### config.mk
export PLATFORM = sky130hd
export DESIGN_NAME = keypad_scan_debounce_hold_core
export DESIGN_NICKNAME = d
export VERILOG_FILES = /design/src/sv/kpsdh_pkg.sv /design/src/sv/keypad_scan_debounce_hold_core.sv /design/src/sv/kpsdh_debounce.sv
export VERILOG_INCLUDE_DIRS = /design/src /design/src/sv
export SDC_FILE = /design/constraint.sdc
export NUM_CORES = 1
export LEC_CHECK = 0
export BUFFER_PORTS_ARGS = -buffer_cell sky130_fd_sc_hd__buf_2
export CORE_MARGIN = 2
export CORE_UTILIZATION = 35
export DETAILED_ROUTE_END_ITERATION = 16
export GPL_ROUTABILITY_DRIVEN = 1
export GPL_TIMING_DRIVEN = 0
export PLACE_DENSITY = 0.61
export SETUP_SLACK_MARGIN = 0.1
export SLEW_MARGIN = 25
export SYNTH_ARGS = -nofsm -noshare
export SYNTH_HDL_FRONTEND = slang
export SYNTH_SLANG_ARGS = --single-unit
### constraint.sdc
create_clock -name i_clk -period 3.2 [get_ports i_clk]
set_clock_uncertainty 0.05 [all_clocks]
set_input_delay 0.32 -clock i_clk [delete_from_list [all_inputs] [get_ports i_clk]]
set_output_delay 0.32 -clock i_clk [all_outputs]
set_load 0.01 [all_outputs]
### src/sv/keypad_scan_debounce_hold_core_macros.svh
// Assertion macros for the keypad scanner core.
// The macros use the i_clk and i_rst_n names of the module that includes this file.
`ifndef KEYPAD_SCAN_DEBOUNCE_HOLD_CORE_MACROS_SVH
`define KEYPAD_SCAN_DEBOUNCE_HOLD_CORE_MACROS_SVH
`ifndef SYNTHESIS
// Same-cycle implication
`define KPSDH_ASSERT_IMP(lbl, ante, cons) \
    lbl: assert property (@(posedge i_clk) disable iff (!i_rst_n) (ante) |-> (cons)) \
        else $error("keypad core assertion failed");
// Next-cycle implication
`define KPSDH_ASSERT_NXT(lbl, ante, cons) \
    lbl: assert property (@(posedge i_clk) disable iff (!i_rst_n) (ante) |=> (cons)) \
        else $error("keypad core assertion failed");
`else
`define KPSDH_ASSERT_IMP(lbl, ante, cons)
`define KPSDH_ASSERT_NXT(lbl, ante, cons)
`endif
`endif

### src/sv/kpsdh_pkg.sv
package kpsdh_pkg;

    localparam int unsigned KeyW   = 3;
    localparam int unsigned CountW = 16;
    localparam int unsigned ColW   = 3;

    // code for no key pressed
    localparam logic [KeyW-1:0]   KEY_NONE  = 3'd7;
    localparam logic [CountW-1:0] COUNT_MAX = 16'hFFFF;

    // request kinds carried in tuser
    localparam logic REQ_SCAN = 1'b0;
    localparam logic REQ_READ = 1'b1;

    // configuration register indexes
    localparam logic CFG_PRESS = 1'b0;
    localparam logic CFG_HOLD  = 1'b1;

    localparam logic [CountW-1:0] PRESS_RESET = 16'd4;
    localparam logic [CountW-1:0] HOLD_RESET  = 16'd100;

    // latch event from the debouncer
    typedef struct packed {
        logic            fire;
        logic [KeyW-1:0] key;
        logic            is_long;
    } t_latch;

    // priority encoder: row 1 columns first, then row 2; active low
    function automatic logic [KeyW-1:0] encode_key(input logic [ColW-1:0] r1,
                                                   input logic [ColW-1:0] r2);
        logic [KeyW-1:0] k;
        k = KEY_NONE;
        if (!r1[0])      k = 3'd0;
        else if (!r1[1]) k = 3'd1;
        else if (!r1[2]) k = 3'd2;
        else if (!r2[0]) k = 3'd3;
        else if (!r2[1]) k = 3'd4;
        else if (!r2[2]) k = 3'd5;
        return k;
    endfunction

endpackage

### src/sv/keypad_scan_debounce_hold_core.sv
// Keypad scanner core: 3x2 matrix priority encode, debounce, short/long press latch.
// A read request passes through the input register and then the output register before
// its result can be taken; scan ticks give no result.
// Throughput: one request per cycle; the input stalls only while a read waits behind a
// result held in the output register with m_axis_tready low.
// Reset (synchronous, active low) clears debounce state and latch; press 4, hold 100.
`include "keypad_scan_debounce_hold_core_macros.svh"

module keypad_scan_debounce_hold_core (
    input  logic                                i_clk,
    input  logic                                i_rst_n,
    // configuration write port
    input  logic                                i_cfg_we,
    input  logic                                i_cfg_addr,
    input  logic [kpsdh_pkg::CountW-1:0]        i_cfg_wdata,
    // request stream
    input  logic                                s_axis_tvalid,
    output logic                                s_axis_tready,
    input  logic [7:0]                          s_axis_tdata,  // row_one_cols[2:0], row_two_cols[5:3]
    input  logic                                s_axis_tuser,  // req_type
    // result stream
    output logic                                m_axis_tvalid,
    input  logic                                m_axis_tready,
    output logic [7:0]                          m_axis_tdata,  // key_index[2:0], long_press[3]
    output logic                                m_axis_tuser   // key_valid
);

    logic [kpsdh_pkg::CountW-1:0] r_press_count, r_hold_count;

    logic                         r_in_valid;
    logic                         r_in_req;
    logic [kpsdh_pkg::KeyW-1:0]   r_in_key;

    logic                         r_pend_valid;
    logic [kpsdh_pkg::KeyW-1:0]   r_pend_key;
    logic                         r_pend_long;

    logic                         r_out_valid;
    logic                         r_out_kvalid;
    logic [kpsdh_pkg::KeyW-1:0]   r_out_key;
    logic                         r_out_long;

    logic                         out_free;
    logic                         proc;
    logic                         proc_scan;
    logic                         proc_read;
    kpsdh_pkg::t_latch            evt;

    // handshake between stages
    assign out_free      = !r_out_valid || m_axis_tready;
    assign proc          = r_in_valid && ((r_in_req == kpsdh_pkg::REQ_SCAN) || out_free);
    assign proc_scan     = proc && (r_in_req == kpsdh_pkg::REQ_SCAN);
    assign proc_read     = proc && (r_in_req == kpsdh_pkg::REQ_READ);
    assign s_axis_tready = !r_in_valid || proc;

    // configuration registers
    always_ff @(posedge i_clk) begin
        if (!i_rst_n) begin
            r_press_count <= kpsdh_pkg::PRESS_RESET;
            r_hold_count  <= kpsdh_pkg::HOLD_RESET;
        end else if (i_cfg_we) begin
            case (i_cfg_addr)
                kpsdh_pkg::CFG_PRESS: r_press_count <= i_cfg_wdata;
                kpsdh_pkg::CFG_HOLD:  r_hold_count  <= i_cfg_wdata;
                default:              r_press_count <= r_press_count;
            endcase
        end
    end

    // input register; the key is encoded on the way in
    always_ff @(posedge i_clk) begin
        if (!i_rst_n) begin
            r_in_valid <= 1'b0;
        end else if (s_axis_tready) begin
            r_in_valid <= s_axis_tvalid;
        end
    end

    always_ff @(posedge i_clk) begin
        if (s_axis_tready && s_axis_tvalid) begin
            r_in_req <= s_axis_tuser;
            r_in_key <= kpsdh_pkg::encode_key(s_axis_tdata[2:0], s_axis_tdata[5:3]);
        end
    end

    kpsdh_debounce u_debounce (
        .i_clk         (i_clk),
        .i_rst_n       (i_rst_n),
        .i_scan        (proc_scan),
        .i_key         (r_in_key),
        .i_press_count (r_press_count),
        .i_hold_count  (r_hold_count),
        .o_evt         (evt)
    );

    // latched key: set by a press event, cleared by a read
    always_ff @(posedge i_clk) begin
        if (!i_rst_n) begin
            r_pend_valid <= 1'b0;
            r_pend_key   <= '0;
            r_pend_long  <= 1'b0;
        end else if (proc_scan && evt.fire) begin
            r_pend_valid <= 1'b1;
            r_pend_key   <= evt.key;
            r_pend_long  <= evt.is_long;
        end else if (proc_read) begin
            r_pend_valid <= 1'b0;
            r_pend_key   <= '0;
            r_pend_long  <= 1'b0;
        end
    end

    // output register
    always_ff @(posedge i_clk) begin
        if (!i_rst_n) begin
            r_out_valid <= 1'b0;
        end else if (out_free) begin
            r_out_valid <= proc_read;
        end
    end

    always_ff @(posedge i_clk) begin
        if (proc_read) begin
            r_out_kvalid <= r_pend_valid;
            r_out_key    <= r_pend_key;
            r_out_long   <= r_pend_long;
        end
    end

    assign m_axis_tvalid = r_out_valid;
    assign m_axis_tuser  = r_out_kvalid;
    assign m_axis_tdata  = {4'b0000, r_out_long, r_out_key};

    // checks
    `KPSDH_ASSERT_NXT(a_read_loads_out, proc_read, r_out_valid)
    `KPSDH_ASSERT_NXT(a_read_clears_pend, proc_read, !r_pend_valid)
    `KPSDH_ASSERT_IMP(a_idle_pend_zero, !r_pend_valid, (r_pend_key == '0) && !r_pend_long)
    `KPSDH_ASSERT_IMP(a_out_from_read, $rose(r_out_valid), $past(proc_read))
    `KPSDH_ASSERT_IMP(a_out_key_range, r_out_valid, r_out_key <= 3'd5)

endmodule

### src/sv/kpsdh_debounce.sv
module kpsdh_debounce (
    input  logic                               i_clk,
    input  logic                               i_rst_n,
    input  logic                               i_scan,
    input  logic [kpsdh_pkg::KeyW-1:0]         i_key,
    input  logic [kpsdh_pkg::CountW-1:0]       i_press_count,
    input  logic [kpsdh_pkg::CountW-1:0]       i_hold_count,
    output kpsdh_pkg::t_latch                  o_evt
);

    logic [kpsdh_pkg::KeyW-1:0]   r_prev_key, n_prev_key;
    logic [kpsdh_pkg::CountW-1:0] r_count,    n_count;

    // next debounce state and latch event for the current tick
    always_comb begin
        n_prev_key    = r_prev_key;
        n_count       = r_count;
        o_evt.fire    = 1'b0;
        o_evt.key     = i_key;
        o_evt.is_long = 1'b0;
        if (i_key == kpsdh_pkg::KEY_NONE) begin
            n_prev_key = '0;
            n_count    = '0;
        end else if (r_count == '0) begin
            n_prev_key = i_key;
            n_count    = 16'd1;
        end else if (i_key != r_prev_key) begin
            n_prev_key = '0;
            n_count    = '0;
        end else if (r_count == kpsdh_pkg::COUNT_MAX) begin
            // saturated
        end else if (r_count == i_press_count) begin
            o_evt.fire = 1'b1;
            n_count    = r_count + 16'd1;
        end else if (r_count == i_hold_count) begin
            o_evt.fire    = 1'b1;
            o_evt.is_long = 1'b1;
            n_count       = r_count + 16'd1;
        end else if (r_count > i_hold_count) begin
            // frozen past the long press
        end else begin
            n_count = r_count + 16'd1;
        end
    end

    always_ff @(posedge i_clk) begin
        if (!i_rst_n) begin
            r_prev_key <= '0;
            r_count    <= '0;
        end else if (i_scan) begin
            r_prev_key <= n_prev_key;
            r_count    <= n_count;
        end
    end

endmodule
==> impl_metrics.ini <==
[outcome]
run_status = finished, final reports clean

[floorplanning]
die_width_um = 105
die_height_um = 105
initial_utilization_pct = 36.4
core.rowCount = 36
die_footprint_sq_um = 11100
placeableCoreArea_sq_um = 9860
ioPinCount = 42

[timing]
finalHoldViolCount = 0
setup_violations = 0
post_layout_worst_setup_margin_ns = 0.391
min_period_ns = 2.81
maxSlewHeadroom_pct = 60.8
fin_setup_tns_ns = 0
max_freq_mhz = 356
final.period_utilization_pct = 87.8
timing.final.max_slew_violations = 0
setup_repair_after_global_routing_missed_its_margin = false
tightest_slew_ns = 0.588

[routing]
first_iter_violations = 173
ant_nets = 0
drc = 0
post_drt_wl_per_cell_um = 14.4
number_of_search_and_repair_iterations_in_the_first_detailed_routing_pass = 5
vias_per_cell = 5.02
vias = 2995
routed_wl_um = 8610

[cts]
insertion_delay_ns = 0.35
clock_path_buffers = 2
cts-root-buf = sky130_fd_sc_hd__clkbuf_8
cts_resized = 0
post_cts_setup_buffer_count = 0
cts.sink_count = 67
clk_pin_slew_ns = 0.08
tritoncts_clock_tree = done
cts-buffers-inserted = 9
cts_max_level = 3
post_cts_hold_buffer_count = 0

[grt]
grt_start_max_net_pins = 13
grt_util_met3_pct = 2.91
number_of_global_route_vias_before_repair = 2861
global_route.peak_usage_layer = met2
global_route.usage.total_pct = 16.5
global_route.usage.met2_pct = 25.6
wire_length_of_the_first_global_routing_pass_um = 14400
number_of_antenna_violations_at_the_first_check_in_global_routing = 0
grt_overflow_total = 0
use_met1_pct = 22.0

[synthesis]
post_synth.cell_area_avg_sq_um = 8.74
ys_seq_area_share_pct = 39.9
synthesis.area_sq_um = 3590
async_flop_share_pct = 0
number_of_unique_standard_cell_types_used_by_synthesis = 57
synth-main-ff-cell = sky130_fd_sc_hd__dfxtp_1
synth-seq-cells = 67
synth_enable_flop_cells = 9
synth_warnings = 0
post_synth_inst_count = 411

[cells_and_area]
finish.cell_count_without_fillers = 597
finalInstanceArea_sq_um = 4110
antennaDiodeCount = 0
flow.area_growth_from_synthesis_pct = 14.4
n_fill_cell = 995
finalNetCount = 508
regArea_sq_um = 1430
most_common_cell_after_layout_fill_and_taps_aside = sky130_fd_sc_hd__nand2_1
post_route_cells_drive_above_1_share_pct = 17.0
most-common-layout-cells = 92 x sky130_fd_sc_hd__nand2_1, 58 x sky130_fd_sc_hd__dfxtp_1, 36 x sky130_fd_sc_hd__buf_2
area_taken_by_multi_input_logic_gates_sq_um = 1950

[power]
power.ir.vdd_worst_v = 0.000278
p_comb_share_pct = 9.5
switching_fraction_pct = 27.2
power.switching_uw = 456
power_per_cell_area_nw_per_um2 = 408
power_frac_seq_pct = 53.5
power.internal_uw = 1220
cellLeakagePower_uw = 0.00158
pwr-share-clk_pct = 37.0

[place]
dp.final_hpwl_um = 6460
io_buffer_count = 34
place_ws_ns = 0.409
placement_stage_cell_area_sq_um = 3940
finalWeightedCongestion = 0.894
dp_cells = 581

[worst_setup_path]
timing.critical_path.buf_inv = 1
largest_stage_delay_worst_path_ns = 0.48
critical_path.endpoint_type = flop
startpoint_type = flop
regToRegEndpoint = u_debounce.r_count[9]
path_class = flop to flop
cp_data_required_time_ns = 3.38
critical_path.slowest_cell = sky130_fd_sc_hd__nor4_1
cp_data_arrival_time_ns = 2.99
timing.reg2reg.worst_path_depth = 9
regToRegStartpoint = u_debounce.r_count[15]
crit_path_max_fanout = 10
critical-path-top-delay-family = simple AND/OR/NAND/NOR gates
cp_cell_sequence = ha_1 -> nand4_1 -> nor4_1 -> and4_1 -> a311o_2 -> buf_6 -> nand3_2 -> o211ai_1 -> o31ai_1
r2r_setup_slack_ns = 0.39

[worst_hold_path]
end_of_the_worst_hold_path = r_in_req
hold_wc_path_type = input pin to flop
timing.hold.worst.start = s_axis_tuser
hold_depth = 1

[job]
drv_cap = 0
flip-flops by register name (all words and copies together), names as in the netlist, 3 cells and up:
register,count
r_out_key,3
u_debounce.r_prev_key,3
r_hold_count,16
u_debounce.r_count,16
r_press_count,16
r_pend_key,3
r_in_key,3
worst max path at each step:
stage                                      start                endpoint  slack, ns  cells past startpoint
after floorplan           u_debounce.r_count[14]  u_debounce.r_count[10]       0.91                      9
after global placement    u_debounce.r_count[15]  u_debounce.r_count[10]       0.47                      9
after detailed placement  u_debounce.r_count[15]   u_debounce.r_count[3]       0.41                      9
after CTS                 u_debounce.r_count[15]  u_debounce.r_count[10]       0.40                      9
after global routing      u_debounce.r_count[14]   u_debounce.r_count[3]       0.15                      9
final                     u_debounce.r_count[15]   u_debounce.r_count[9]       0.39                      9
final cells by class:
cell class	count	share of cell area, %
multi-input cells	299	47.4
well taps	133	4.05
plain buffers	23	3.17
flip-flops and latches	67	34.9
inverters	25	2.29
clock buffers	9	3.02
repair buffers	34	4.14
clock inverters	7	1.07
cells by family after synthesis:
| group | count (synthesis) | share of synthesized area, % |
|---|---|---|
| adders and majority gates | 18 | 6.27 |
| AOI/OAI and AO/OA | 93 | 18.7 |
| muxes | 1 | 0.279 |
| buffers and inverters | 48 | 6.24 |
| other | 1 | 0.104 |
| DFF | 67 | 39.9 |
| and+or+nand+nor | 165 | 23.9 |
| xor gates and xnor gates | 18 | 4.60 |
synthesized netlist by cell type (2+ instances only):
master / number / area [sq um]
sky130_fd_sc_hd__nand3_1: 8 / 40.0
sky130_fd_sc_hd__nor4_1: 3 / 18.8
sky130_fd_sc_hd__and4_1: 2 / 17.5
sky130_fd_sc_hd__nor3_1: 2 / 10.0
sky130_fd_sc_hd__o21ai_1: 2 / 10.0
sky130_fd_sc_hd__nand3_2: 3 / 30.0
sky130_fd_sc_hd__nor2b_1: 4 / 25.0
sky130_fd_sc_hd__a21oi_1: 13 / 65.1
sky130_fd_sc_hd__o32ai_1: 2 / 17.5
sky130_fd_sc_hd__buf_6: 3 / 33.8
sky130_fd_sc_hd__and3_1: 4 / 25.0
sky130_fd_sc_hd__a21boi_0: 34 / 255
sky130_fd_sc_hd__buf_2: 2 / 10.0
sky130_fd_sc_hd__buf_4: 5 / 37.5
sky130_fd_sc_hd__o21ai_0: 6 / 30.0
sky130_fd_sc_hd__ha_1: 18 / 225
sky130_fd_sc_hd__o211a_1: 2 / 20.0
sky130_fd_sc_hd__and2_1: 4 / 25.0
sky130_fd_sc_hd__a311o_2: 2 / 22.5
sky130_fd_sc_hd__clkbuf_1: 13 / 48.8
sky130_fd_sc_hd__nand2b_1: 5 / 31.3
sky130_fd_sc_hd__o21a_1: 3 / 22.5
sky130_fd_sc_hd__nor2_1: 12 / 45.0
sky130_fd_sc_hd__dfxtp_1: 58 / 1160
sky130_fd_sc_hd__or2_2: 2 / 12.5
sky130_fd_sc_hd__nand2_1: 92 / 345
sky130_fd_sc_hd__xnor2_1: 15 / 131
sky130_fd_sc_hd__nor4_4: 2 / 42.5
sky130_fd_sc_hd__inv_1: 25 / 93.8
sky130_fd_sc_hd__o211ai_1: 13 / 97.6
sky130_fd_sc_hd__nand4b_1: 2 / 17.5
sky130_fd_sc_hd__edfxtp_1: 9 / 270
sky130_fd_sc_hd__xor2_1: 2 / 17.5
sky130_fd_sc_hd__nand4_1: 8 / 50.1
sky130_fd_sc_hd__o31ai_1: 9 / 67.6
through the flow:
| stage | utilization (%) | total power (uW) | hold WS (ns) |
|---|---|---|---|
| final | 41.6 | 1680 | 0.0990 |
| after global routing | 41.6 | 1760 | 0.0789 |
| after CTS | 41.6 | 1700 | 0.0816 |
| after detailed placement | 39.9 | 1080 | 0.367 |
| after global placement | 39.9 | 1070 | 0.362 |
| after floorplan | - | 1020 | 0.350 |
per-layer routing:
metal	vias to the layer above	wire, um
li1	1518	-
met1	1398	4130
met2	66	4010
met3	13	282
met4	0	185
met5	-	0
power groups by stage:
stage	clock, uW	combinational (uW)	sequential [uW]
final	621	160	896
after global routing	680	181	900
after global placement	0	156	915
after floorplan	0	105	911
after detailed placement	0	160	916
after CTS	639	161	896
Power figures use the tool's default switching activity.
